`src/ppa_ram.sv`:
```
// generic single write port ram with registered read
module ppa_ram #(
   parameter int WIDTH = 8,
   parameter int DEPTH = 16
) (
   input  logic                     clock,
   input  logic                     we,
   input  logic [$clog2(DEPTH)-1:0] waddr,
   input  logic [WIDTH-1:0]         wdata,
   input  logic [$clog2(DEPTH)-1:0] raddr,
   output logic [WIDTH-1:0]         rdata
);

   logic [WIDTH-1:0] mem [DEPTH];
   logic [WIDTH-1:0] rdata_ff;

   always_ff @(posedge clock) begin
      if (we) begin
         mem[waddr] <= wdata;
      end
      rdata_ff <= mem[raddr];
   end

   assign rdata = rdata_ff;

endmodule

```
`config.mk`:
```
export PLATFORM = sky130hd
export DESIGN_NAME = ppa_ram
export DESIGN_NICKNAME = d
export VERILOG_FILES = /design/src/ppa_ram.sv
export SDC_FILE = /design/constraint.sdc
export NUM_CORES = 1
export LEC_CHECK = 0
export BUFFER_PORTS_ARGS = -buffer_cell sky130_fd_sc_hd__buf_2
export CAP_MARGIN = 25
export CELL_PAD_IN_SITES_DETAIL_PLACEMENT = 0
export CELL_PAD_IN_SITES_GLOBAL_PLACEMENT = 1
export CORE_ASPECT_RATIO = 0.75
export CORE_MARGIN = 2
export CORE_UTILIZATION = 25
export DETAILED_ROUTE_END_ITERATION = 7
export MAX_ROUTING_LAYER = met4
export PLACE_DENSITY = 0.44
export SYNTH_ARGS = -nofsm -noshare
export SYNTH_HDL_FRONTEND = slang
export SYNTH_SLANG_ARGS = --single-unit
```
`constraint.sdc`:
```
create_clock -name clock -period 2.2 [get_ports clock]
set_input_delay 0.22 -clock clock [delete_from_list [all_inputs] [get_ports clock]]
set_output_delay 0.22 -clock clock [all_outputs]
set_load 0.02 [all_outputs]
```
Yosys cells after proc, flatten, opt, wreduce, memory -nomap -nowiden
Memories as Yosys holds them, arrays and structs flattened. A register that Yosys moved wholly into a read port is not among the register bits.
Cells that the tools add are included.
{"block": "word_totals", "ff_bits": 0, "ram_bits": 128, "input_bits": 18, "word_cells": 3, "mem_count": 1}
{"name": "mem", "words": 16, "word_bits": 8, "rd": 1, "rd_clocked_by_memory_dff": 1, "write_ports": 1, "line": "14", "text": "logic [WIDTH-1:0] mem [DEPTH];"}
{"block": "op_classes", "n_mux": 2}
{"operator": "$mux 1", "n": 2}

Longest topological paths before layout
{"block": "logic_depth", "ltp_word": 2, "mapped_depth": 5}

Least setup slack after synthesis
OpenSTA, ideal clock, no wires.
{"block": "synth_path", "kind": "input-to-reg", "start": "input waddr[2]", "end": "memory mem[0][0] (enable)", "arrival_ns": 1.330, "required_time_ns": 1.817, "path_slack_ns": 0.487, "path_stages": 2, "path_buffers": 0, "path_cell_list": "or3b_2 -> nor3_1"}
{"element": "start: declaration", "line": "8", "text": "input logic [$clog2(DEPTH)-1:0] waddr,"}
{"element": "end: declaration", "line": "14"}
No word-level cell before the write port.

==> metrics.md <==
| Metric | Value |
|---|---|
| Clk slew on worst S/H paths | 60 ps |
| Final period util | between 60% and 70% |
| Status | finished, final reports clean |
| Crit path kind | flip-flop to flip-flop |
| Synthesis warning total | 0 |
| Post-synthesis net count | about 250 |
| Initial antenna violation count | 1 |
| Maximum clock insertion buffer count | 2 |
| Max Slew Vio Count | 0 |
| Largest net degree at the start of global routing | 33 |
| Gr ovfl total | 0 |
| WP data arrival | around 1600 ps |
| Unrepaired setup endpoints after global routing | false |
| Avg Cell Area, Syn | 22.48 um2 |
| # IOs | 26 |
| GRT Util Overall | between 10% and 20% |
| Total negative slack | 0 ps |
| Post-DP HPWL | roughly 8 mm |
| Flops & latches, synth | 136 |
| Ranking of synthesized cells by area | edfxtp_1 75%, mux4_2 7.9%, mux4_1 7.1% |
| Hold Crit Start | wdata[5] |
| Vias per cell | 4.341 |
| Slew @ Worst Pin | ~660 ps |
| # Post-CTS Setup Buffers | 0 |
| CP startpoint | mem[9][7] |
| Most common cell after layout, fill and taps aside | edfxtp_1 |
| Final Skew | ~12 ps |
| Vias | between 2,000 and 2,500 |
| CP max FO | 1 |
| I/O Buffers | 25 |
| Reg area | approximately 0.004 mm2 |
| Finished Cell Area | 0.006316 mm2 |
| Ant diodes | 0 |
| Worst vdd ir | between 400 and 500 uV |
| NumNets Final | 305 |
| Synth Instances | ~230 |
| Post-synth top area share | 74.67% |
| Slew HR | 55.65% |
| Final Hold Viols | 0 |
| Maximum clock frequency | roughly 740 MHz |
| Die Ht | roughly 130 um |
| FILL cells | ~2,000 |
| DP Area | between 0.005 and 0.006 mm2 |
| Worst skew pair latency | 410 ps |
| Leakage | between 2 and 2.5 nW |
| Critical R2R Launch | mem[9][7] |
| Number of global-route vias before repair | 2,475 |
| Max_cap viols | 0 |
| Sequential area share after synthesis | between 70% and 80% |
| DRT iter0 DRCs | 190 |
| H-tree depth | 4 |
| CTS resizes | 0 |
| Root Driver | clkbuf_16 |
| Hold Path Class | primary input to flip-flop |
| Final routed DRC violation total | 0 |
| Most frequent cells in the layout | 128 x edfxtp_1, 25 x buf_2, 22 x buf_4, 18 x mux4_2, 17 x clkbuf_16 |
| Mapped cell area | around 0.005 mm2 |
| Pwr/cell area | around 960 mW/mm2 |
| CP Data Required Time | 2490 ps |
| Wirelength, routed | 11.57 mm |
| CTS Hold Bufs | 0 |
| DR WL/cell | slightly above 20 um |
| Chip width | 169.7 um |
| ANT nets after route | 0 |
| Crit path capture type | flip-flop |
| Row count | 45 |
| Final setup fails | 0 |
| Die ar. | 0.02177 mm2 |
| Min Tclk post-route | between 1000 and 1500 ps |
| CTS tree | built |
| Num Clock Sinks | approximately 140 |
| Netlist cell types | 19 |
| Pre-antenna DRT Iters | 4 |
| Area growth, synth to finish | 22.70% |
| Starting Density | roughly a quarter |
| Global-route wire length before repair | 17.15 mm |
| RD Place Congestion | between 0.7 and 0.8 |
| Cell taking the most area after synthesis | edfxtp_1 |
| Footprint of the multi-input gates | around 0.0011 mm2 |
| Number of buffers created by CTS | 17 |
| Share of cells above drive strength 1 | approximately 33% |
| Startpoint types | flip-flop |
| Total core area | around 0.020 mm2 |
## synth_stat cells
master           number
nor2b_1               1
clkdlybuf4s25_2       3
nand3b_1              2
or3b_2                1
nand2_1               9
dfxtp_1               8
mux4_1               14
edfxtp_1            128
nand2b_1              2
nor3_1                4
and2b_1               1
nor2_1               13
nand3_1               1
buf_2                 3
and2_1                1
buf_4                 1
buf_6                 3
a22oi_1              16
mux4_2               18
## report_power, final
group          leakage, nW  internal [mW]  switching, mW
Combinational        0.607          0.120          0.178
Clock                0.280           1.79           1.09
Sequential            1.22           2.90         0.0222
## state kept, by name, summed over array words and instances (netlist names)
register	count
rdata	8
mem	128
## cells by family after synthesis
family	share of synthesized area (%)
mux	15.02
buf+inv	1.677
compound gates	2.334
simple gates	3.184
flops	77.78
## critical path: stages, from the launching register on
cell	delay (ps)
edfxtp_1	380
mux4_2	460
a22oi_1	310
nand2_1	80
## final cells by class
| class | instances | area share, % |
|---|---|---|
| well taps | 258 | 5.111 |
| clock inverters | 14 | 2.734 |
| clock buffers | 18 | 6.795 |
| flip-flops and latches | 136 | 63.39 |
| multi-input cells | 83 | 16.74 |
| repair buffers | 49 | 5.230 |
## metrics by stage
stage	setup WS, ps	hold slack, ps	power [mW]	cells	utilization (%)
6_report	842.8	193.9	6.094	558	31.25
5_1_grt	773.2	197.6	6.292	558	31.25
4_1_cts	833.9	179.9	6.170	558	31.25
3_5_place_dp	406.3	626.2	3.283	526	28.27
3_3_place_gp	435.8	608.0	3.280	526	28.27
2_1_floorplan	487.1	318.9	3.131	229	-
## metal layers
layer  GRT usage [%]  up-vias  routed length (um)
met5               -        -                   0
met4           4.625        0                  88
met3           2.593        9                 547
met2           15.99       62                4968
met1           17.06     1259                5965
li1                -     1092                   -
## worst paths after layout
path / end / slack (ps) / depth (start not counted)
worst max-delay path: rdata[7] / 840 / 3
worst min-delay path: mem[14][5] / 190 / 1
worst max register to register: rdata[7] / 840 / 3
worst min register to register: rdata[3] / 680 / 3
Power figures use the tool's default switching activity.
