`src/ppa_pkg.sv`:
```
// shared types, field widths and codes of the physical page allocator
package ppa_pkg;

   localparam int CMD_W      = 4;
   localparam int PAGE_W     = 12;
   localparam int STATUS_W   = 3;
   localparam int ADDR_W     = 64;
   localparam int REFOUT_W   = 16;
   localparam int COUNT_W    = 13;
   localparam int BASE_W     = 52;
   localparam int CSR_IDX_W  = 2;
   localparam int CSR_DATA_W = 64;

   localparam int PAGES_DEF      = 4096;
   localparam int PAGE_SHIFT_DEF = 12;
   localparam int REF_BITS_DEF   = 16;

   localparam logic [COUNT_W-1:0] PAGE_COUNT_RST = 13'd4096;

   localparam logic [CMD_W-1:0] CMD_INIT      = 4'd0;
   localparam logic [CMD_W-1:0] CMD_ALLOC     = 4'd1;
   localparam logic [CMD_W-1:0] CMD_FREE      = 4'd2;
   localparam logic [CMD_W-1:0] CMD_ADD_REF   = 4'd3;
   localparam logic [CMD_W-1:0] CMD_DROP_REF  = 4'd4;
   localparam logic [CMD_W-1:0] CMD_SET_DIRTY = 4'd5;
   localparam logic [CMD_W-1:0] CMD_CLR_DIRTY = 4'd6;
   localparam logic [CMD_W-1:0] CMD_TST_DIRTY = 4'd7;
   localparam logic [CMD_W-1:0] CMD_TRYLOCK   = 4'd8;
   localparam logic [CMD_W-1:0] CMD_UNLOCK    = 4'd9;

   localparam logic [STATUS_W-1:0] ST_OK        = 3'd0;
   localparam logic [STATUS_W-1:0] ST_NO_FREE   = 3'd1;
   localparam logic [STATUS_W-1:0] ST_INVALID   = 3'd2;
   localparam logic [STATUS_W-1:0] ST_REFUSED   = 3'd3;
   localparam logic [STATUS_W-1:0] ST_LOCK_BUSY = 3'd4;

   localparam logic [CSR_IDX_W-1:0] CSR_MEM_BASE   = 2'd0;
   localparam logic [CSR_IDX_W-1:0] CSR_PAGE_COUNT = 2'd1;
   localparam logic [CSR_IDX_W-1:0] CSR_FIRST_FREE = 2'd2;

   typedef logic [1:0] alu_op_type;

   localparam alu_op_type ALU_PASS = 2'd0;
   localparam alu_op_type ALU_INC  = 2'd1;
   localparam alu_op_type ALU_DEC  = 2'd2;

endpackage

```
`src/ppa_alu.sv`:
```
// shared step and compare unit of the allocator sequencer
module ppa_alu #(
   parameter int WIDTH = 16
) (
   input  ppa_pkg::alu_op_type op,
   input  logic [WIDTH-1:0]    a,
   input  logic [WIDTH-1:0]    b,
   output logic [WIDTH-1:0]    sum,
   output logic                lt
);

   import ppa_pkg::*;

   always_comb begin
      unique case (op)
         ALU_INC: sum = a + WIDTH'(1);
         ALU_DEC: sum = a - WIDTH'(1);
         default: sum = a;
      endcase
   end

   assign lt = a < b;

endmodule

```
`config.mk`:
```
export PLATFORM = sky130hd
export DESIGN_NAME = ppa_alu
export DESIGN_NICKNAME = d
export VERILOG_FILES = /design/src/ppa_pkg.sv /design/src/ppa_alu.sv
export SDC_FILE = /design/constraint.sdc
export NUM_CORES = 1
export LEC_CHECK = 0
export BUFFER_PORTS_ARGS = -buffer_cell sky130_fd_sc_hd__buf_2
export CELL_PAD_IN_SITES_DETAIL_PLACEMENT = 1
export CELL_PAD_IN_SITES_GLOBAL_PLACEMENT = 1
export CORE_ASPECT_RATIO = 1.1
export CORE_MARGIN = 4
export CORE_UTILIZATION = 39
export DETAILED_ROUTE_END_ITERATION = 10
export GPL_TIMING_DRIVEN = 0
export PLACE_DENSITY = 0.82
export SYNTH_ARGS = -nofsm -noshare
export SYNTH_HDL_FRONTEND = slang
export SYNTH_SLANG_ARGS = --single-unit
```
`constraint.sdc`:
```
create_clock -name vclk -period 3.5
set_input_delay 0.175 -clock vclk [all_inputs]
set_output_delay 0.175 -clock vclk [all_outputs]
set_load 0.005 [all_outputs]
```
Yosys cells after proc, flatten, opt, wreduce, memory -nomap -nowiden

Index checks and enable logic that the tools add are counted.

Bits in registers: 0
Output and inout port bits: 17
Logic and storage cells: 6

$add $sub $neg: 2
$lt $le $gt $ge: 1
Eq/ne operators: 2
Muxes and demuxes: 1

Operator list:

| cell                  | count |
|---|---|
| $pmux 16 s2           | 1 |
| $add 16x1->16 const B | 1 |
| $lt 16x16->1          | 1 |
| $sub 16x1->16 const B | 1 |
| $eq 2x1->1 const B    | 1 |
| $eq 2x2->1 const B    | 1 |

Logic depth before layout (Yosys ltp)

Gate-level depths: netlist of the first run.

Word-level depth: 2
Mapped depth: 13

Worst setup path after synthesis of the first run

Ideal clock, no wire load.

Path kind: input port to output port
Start point: in op[0]
End point: out sum[14]
Data arrival time: 2.777 ns
Path slack: 0.548 ns
Stages on the path: 13
Path buffers: 3
Cells stage by stage: inv_1 ha_1 buf_2 clkbuf_1 buf_2 xor2_1 ha_1 and3b_1 o21ai_2 a221oi_4 o2111ai_2 a2111oi_2 nor3_1

Longest elaborated chain between the ends: 2
Elaborated cells between the ends (all ways): 3
Those cells by class: 2 x eq/ne; 1 x mux

RTL lines:

| what                                     | RTL line      | RTL |
|---|---|---|
| start, declared                          | ppa_alu.sv:5  | `input ppa_pkg::alu_op_type op,` |
| $eq 2x2->1 or $eq 2x1->1 (tied branches) | ppa_alu.sv:15 | `unique case (op)` |
| $pmux 16 s2 (*)                          | ppa_alu.sv:15 |  |
| end, declared                            | ppa_alu.sv:8  | `output logic [WIDTH-1:0] sum,` |

Mark *: on every way between the ends. The rest lies on a longest branch, timed or not.

Final worst setup path of the first run

Ends and elaborated chain as after synthesis.

==> results.sh, run 1 <==
export IMPL_run_status="complete, no violations"
export IMPL_drive_gt1_share_pct=28.8
export IMPL_relSlewSlack_pct=58.3
export IMPL_track_usage_pct=20.3
export IMPL_diodes=0
export IMPL_leakage_nw=1.02
export IMPL_antenna_found_initial=0
export IMPL_crit_path_end_kind="output pin"
export IMPL_post_drt_wl_per_cell_um=15.6
export IMPL_seq_area_frac_synth_pct=0
export IMPL_ir_drop_mv=0.0546
export IMPL_dp_cells=360
export IMPL_final_core_util_pct=48.5
export IMPL_cts_hold_fix_buffers=0
export IMPL_period_share_pct=93.0
export IMPL_dp_hpwl_mm=4.61
export IMPL_ys_top_cells_by_area="ha_1 13%, inv_1 4.8%, a21oi_1 4.2%, nand2_1 3.6%, xnor2_1 3.4%"
export IMPL_ys_types=70
export IMPL_die_h_um=79.0
export IMPL_io_buffers=51
export IMPL_rsz0062_at_grt="no"
export IMPL_syn_inst=255
export IMPL_critical_path_arrival_ns=3.08
export IMPL_slowest_delay_ns=0.44
export IMPL_power_uw=265
export IMPL_routed_wl_mm=5.60
export IMPL_syn_nets=307
export IMPL_final_cell_mix="57 x buf_2, 23 x inv_1, 18 x ha_1, 17 x nand2_1, 15 x a21oi_1"
export IMPL_final_cell_count_no_fill=360
export IMPL_start_util_pct=40.8
export IMPL_nClkBuffers=0
export IMPL_drt_iter0_drc=122
export IMPL_fillers=613
export IMPL_cp_start_kind="primary input"
export IMPL_dieArea_um2=5730
export IMPL_cap_violations=0
export IMPL_max_clock_freq_ghz=0.307
export IMPL_grt_overflow=0
export IMPL_nNetsFinal=360
export IMPL_finalMaxSlewViolations=0
export IMPL_dr_total_vias=2057
export IMPL_multi_input_area_um2=1580
export IMPL_syn_to_final_growth_pct=18.8
export IMPL_grt_pass1_vias=2139
export IMPL_drtAntennaViolNets=0
export IMPL_num_rows=25
export IMPL_grt_pass1_wl_mm=9.82
export IMPL_finalHoldViolCount=0
export IMPL_tightestPinTransition_ns=0.626
export IMPL_grt_start_max_net_pins=20
export IMPL_setup_viol=0
export IMPL_seq_cells=0
export IMPL_syn_area_per_cell_um2=7.01
export IMPL_required_ns=3.32
export IMPL_yosys_area_top_type="ha_1"
export IMPL_core_region_area_um2=4380
export IMPL_crit_chain="buf_2 > inv_1 > ha_1 > buf_6 > clkbuf_4 > xor2_1 > ha_1 > nor3b_2 > o21ai_2 > a221oi_4 > o2111ai_2 > a2111oi_2 > nor3_1 > buf_2"
export IMPL_pwr_density_cell_nw_per_um2=125
export IMPL_hold_path_class="in2out"
export IMPL_gp_congestion=0.843
export IMPL_path_max_fanout=19
export IMPL_regArea_um2=0
export IMPL_path_class="in2out"
export IMPL_viasPerCell=5.71
export IMPL_dr_pass1_iters=4
export IMPL_mostFrequentLayoutCell="buf_2"
export IMPL_post_synth_top_area_fraction_pct=12.6
export IMPL_dieWidth_um=72.6
export IMPL_pin_count=51
export IMPL_mappedNetlistArea_um2=1790
export IMPL_crit_slowest_cell="a221oi_4"
export IMPL_yosys_warnings=0
export IMPL_finalCriticalPeriod_ns=3.25
export IMPL_drc_errors=0
-- cell type report --
class                      instances  area share, %
tap                               54           3.18
inverter                          25           4.42
timing repair buffer              52           12.4
buffer                            20           5.83
multi-input combinational        209           74.2
-- power breakdown --
part	leakage [nW]	switching [mW]	internal [mW]	total, mW
clock network	0	0	0	0
registers	0	0	0	0
logic	1.02	0.149	0.116	0.265
-- logic make-up after synthesis --
kind of cell | count (synthesis) | share of synthesized area, %
buffers and inverters | 46 | 11.9
and+or+nand+nor | 88 | 28.1
xor gates and xnor gates | 14 | 6.86
muxes | 4 | 2.31
AOI/OAI and AO/OA | 85 | 38.3
adders and majority gates | 18 | 12.6
-- final timing paths --
check	start	endpoint	cells after the start
setup / recovery	op[0]	sum[14]	14
hold / removal	a[0]	sum[0]	3
-- per-stage QoR --
stage / setup TNS [ns] / hold WS, ns / instance area [µm²] / setup slack (ns)
2_1_floorplan: 0 / 0.400 / 1790 / 0.548
4_1_cts: 0 / 0.705 / 2110 / 0.118
5_1_grt: 0 / 0.733 / 2120 / 0.0372
3_5_place_dp: -0.607 / 0.697 / 2110 / -0.321
3_3_place_gp: -0.342 / 0.693 / 2110 / -0.238
6_report: 0 / 0.697 / 2120 / 0.247
-- per-layer routing --
metal | track usage [%] | share of wire [%]
met5 | 0 | 0
met4 | 0.923 | 0.75
met3 | 0.886 | 4.1
met2 | 37.8 | 50
met1 | 26.6 | 45
-- Yosys cell counts, types with 2 or more instances --
library cell  instances
o22ai_1               3
or3_1                 3
o21ai_0              11
a21oi_1              15
o31a_1                3
nand3_1               6
a211oi_1              5
nand4_1               5
a21o_1                8
nor2b_1               4
inv_1                23
o21a_1                4
nand2b_1              7
o21ai_2               2
buf_6                 3
o211a_1               2
and4b_1               2
buf_2                 8
ha_1                 18
nor3_1               10
o31ai_1               3
buf_4                 2
nor2_1               14
xnor2_1               7
a31oi_1               3
mux2i_1               3
o211ai_1              3
or4_1                 2
nor4_1                3
xor2_1                7
o21ai_1               3
nand2_1              17
a21boi_0              2
clkbuf_1              7
nand4b_1              2
-- timing repair --
action                     in CTS  in global routing
setup endpoints to repair       4                  1
setup buffers                   0                  1
resized for setup               1                  2
pin swaps                       0                  1
-- critical path: cells and delay by family --
family / cells / cell delay [ns]
AO/OA/AOI/OAI: 4 / 1.17
buffers and inverters: 5 / 0.78
adder cells (fa/ha/maj): 2 / 0.49
XOR/XNOR: 1 / 0.17
AND/OR/NAND/NOR: 2 / 0.27
No activity file was read; power rests on OpenSTA's default activity.
==> run 2: changes to the inputs <==
Settings changed: REMOVE_ABC_BUFFERS set to 1.
==> run 2 against run 1 <==
- die area did not move
- highest routed layer is now met3
- critical endpoint unchanged
- sequential share of layout area is the same
- largest power group unchanged
- routed wire length decreased by 7.9%
- setup slack better by 0.19 ns
- via count fell by 2.9%
- final cell count shrank 5.8%
- final area shrank 5.6%
- first-iteration DRC count up 5.7%
- non-clock buffer count fell by 21
- critical path depth decreased by 2
- fmax grew 6.0%
==> results.sh, run 2 (synthesized netlist as in run 1, its figures left out) <==
export IMPL_hold_path_class="in2out"
export IMPL_mostFrequentLayoutCell="buf_2"
export IMPL_nNetsFinal=339
export IMPL_whs_ns=0.702
export IMPL_post_cts_setup_buffers=0
export IMPL_cts_hold_fix_buffers=0
export IMPL_setup_viol=0
export IMPL_worst_slack_ns=0.432
export IMPL_syn_to_final_growth_pct=12.1
export IMPL_pwr_share_seq_pct=0
export IMPL_pwr_density_cell_nw_per_um2=125
export IMPL_ir_drop_mv=0.0519
export IMPL_core_region_area_um2=4380
export IMPL_leakage_nw=0.939
export IMPL_cp_start_kind="primary input"
export IMPL_drtAntennaViolNets=0
export IMPL_relSlewSlack_pct=39.8
export IMPL_seq_cells=0
export IMPL_finalHoldViolCount=0
export IMPL_max_clock_freq_ghz=0.326
export IMPL_grt_pass1_wl_mm=8.86
export IMPL_power_uw=251
export IMPL_antenna_found_initial=0
export IMPL_nClkBuffers=0
export IMPL_cts_resized=0
export IMPL_p_clk_share_pct=0
export IMPL_required_ns=3.32
export IMPL_path_class="in2out"
export IMPL_track_usage_pct=18.1
export IMPL_cap_violations=0
export IMPL_dr_pass1_iters=7
export IMPL_path_max_fanout=42
export IMPL_num_rows=25
export IMPL_p_int_uw=108
export IMPL_power_frac_comb_pct=100.0
export IMPL_final_cell_mix="51 x buf_2, 23 x inv_1, 17 x nand2_1, 17 x ha_1, 15 x a21oi_1"
export IMPL_routed_wl_mm=5.16
export IMPL_drt_iter0_drc=129
export IMPL_gp_congestion=0.764
export IMPL_period_share_pct=87.7
export IMPL_dieWidth_um=72.6
export IMPL_rsz0062_at_grt="no"
export IMPL_die_h_um=79.0
export IMPL_power_switching_uw=143
export IMPL_crit_path_end="sum[14]"
export IMPL_fillers=604
export IMPL_grt_pass1_vias=2002
export IMPL_dr_total_vias=1998
export IMPL_io_buffers=51
export IMPL_start_util_pct=40.8
export IMPL_crit_path_end_kind="output pin"
export IMPL_final_core_util_pct=45.8
export IMPL_viasPerCell=5.89
export IMPL_setup_tns_final_ns=0
export IMPL_tightestPinTransition_ns=0.902
export IMPL_critical_path_arrival_ns=2.89
export IMPL_diodes=0
export IMPL_crit_start="op[0]"
export IMPL_grt_start_max_net_pins=43
export IMPL_sw_frac_of_total_pct=57.1
export IMPL_grt_overflow=0
export IMPL_drc_errors=0
export IMPL_pin_count=51
export IMPL_finalCriticalPeriod_ns=3.07
export IMPL_dp_hpwl_mm=4.04
export IMPL_drive_gt1_share_pct=26.3
export IMPL_place_ws_ns=0.207
export IMPL_post_drt_wl_per_cell_um=15.2
export IMPL_regArea_um2=0
export IMPL_dieArea_um2=5730
export IMPL_run_status="complete, no violations"
export IMPL_finalMaxSlewViolations=0
run 2: cell types whose count changed in the layout (fill, tap and decap cells not counted):
cell	change
buf_1	-1
buf_2	-6
buf_4	-3
buf_6	-4
clkbuf_1	-6
clkbuf_4	-1
ha_1	-1
ha_4	+1
run 2: worst min-delay path by stage:
stage	startpoint	to	slack [ns]	cells past startpoint
floorplan	a[0]	sum[0]	0.40	1
global placement	a[0]	sum[0]	0.69	3
detailed placement	a[0]	sum[0]	0.70	3
CTS	a[0]	sum[0]	0.70	3
global route	a[0]	sum[0]	0.75	3
finish	a[0]	sum[0]	0.70	3
run 2: metal layers:
| layer | vias up | track usage (%) | wire length, µm |
|---|---|---|---|
| li1 | 999 | - | - |
| met2 | 24 | 33.9 | 2730 |
| met4 | 0 | 1.29 | 0 |
| met1 | 975 | 23.6 | 2290 |
| met5 | - | 0 | 0 |
| met3 | 0 | 0.506 | 135 |
run 2: through the flow:
stage | instance area (µm²) | cells
detailed placement | 1990 | 339
global placement | 1990 | 339
CTS | 1990 | 339
global route | 2000 | 339
floorplan | 1670 | 234
finish | 2000 | 339
run 2: worst max-delay path, cell delays in order:
cell and delay, ns:
buf_2 0.10, inv_1 0.10, ha_4 0.45, xor2_1 0.21, ha_1 0.21, nor3b_2 0.20, o21ai_2 0.12, a221oi_4 0.50
o2111ai_2 0.21, a2111oi_2 0.39, nor3_1 0.09, buf_2 0.13
run 2: power by group through the flow:
stage / Clock, mW / Sequential, mW / Combinational (mW)
3_5_place_dp: 0 / 0 / 0.250
4_1_cts: 0 / 0 / 0.251
3_3_place_gp: 0 / 0 / 0.243
6_report: 0 / 0 / 0.251
2_1_floorplan: 0 / 0 / 0.150
5_1_grt: 0 / 0 / 0.283
run 2: area by class of cell:
class,count,area [µm²],share of cell area (%)
well taps,54,67.6,3.37
repair buffers,51,255,12.7
inverters,25,93.8,4.68
multi-input cells,209,1590,79.2
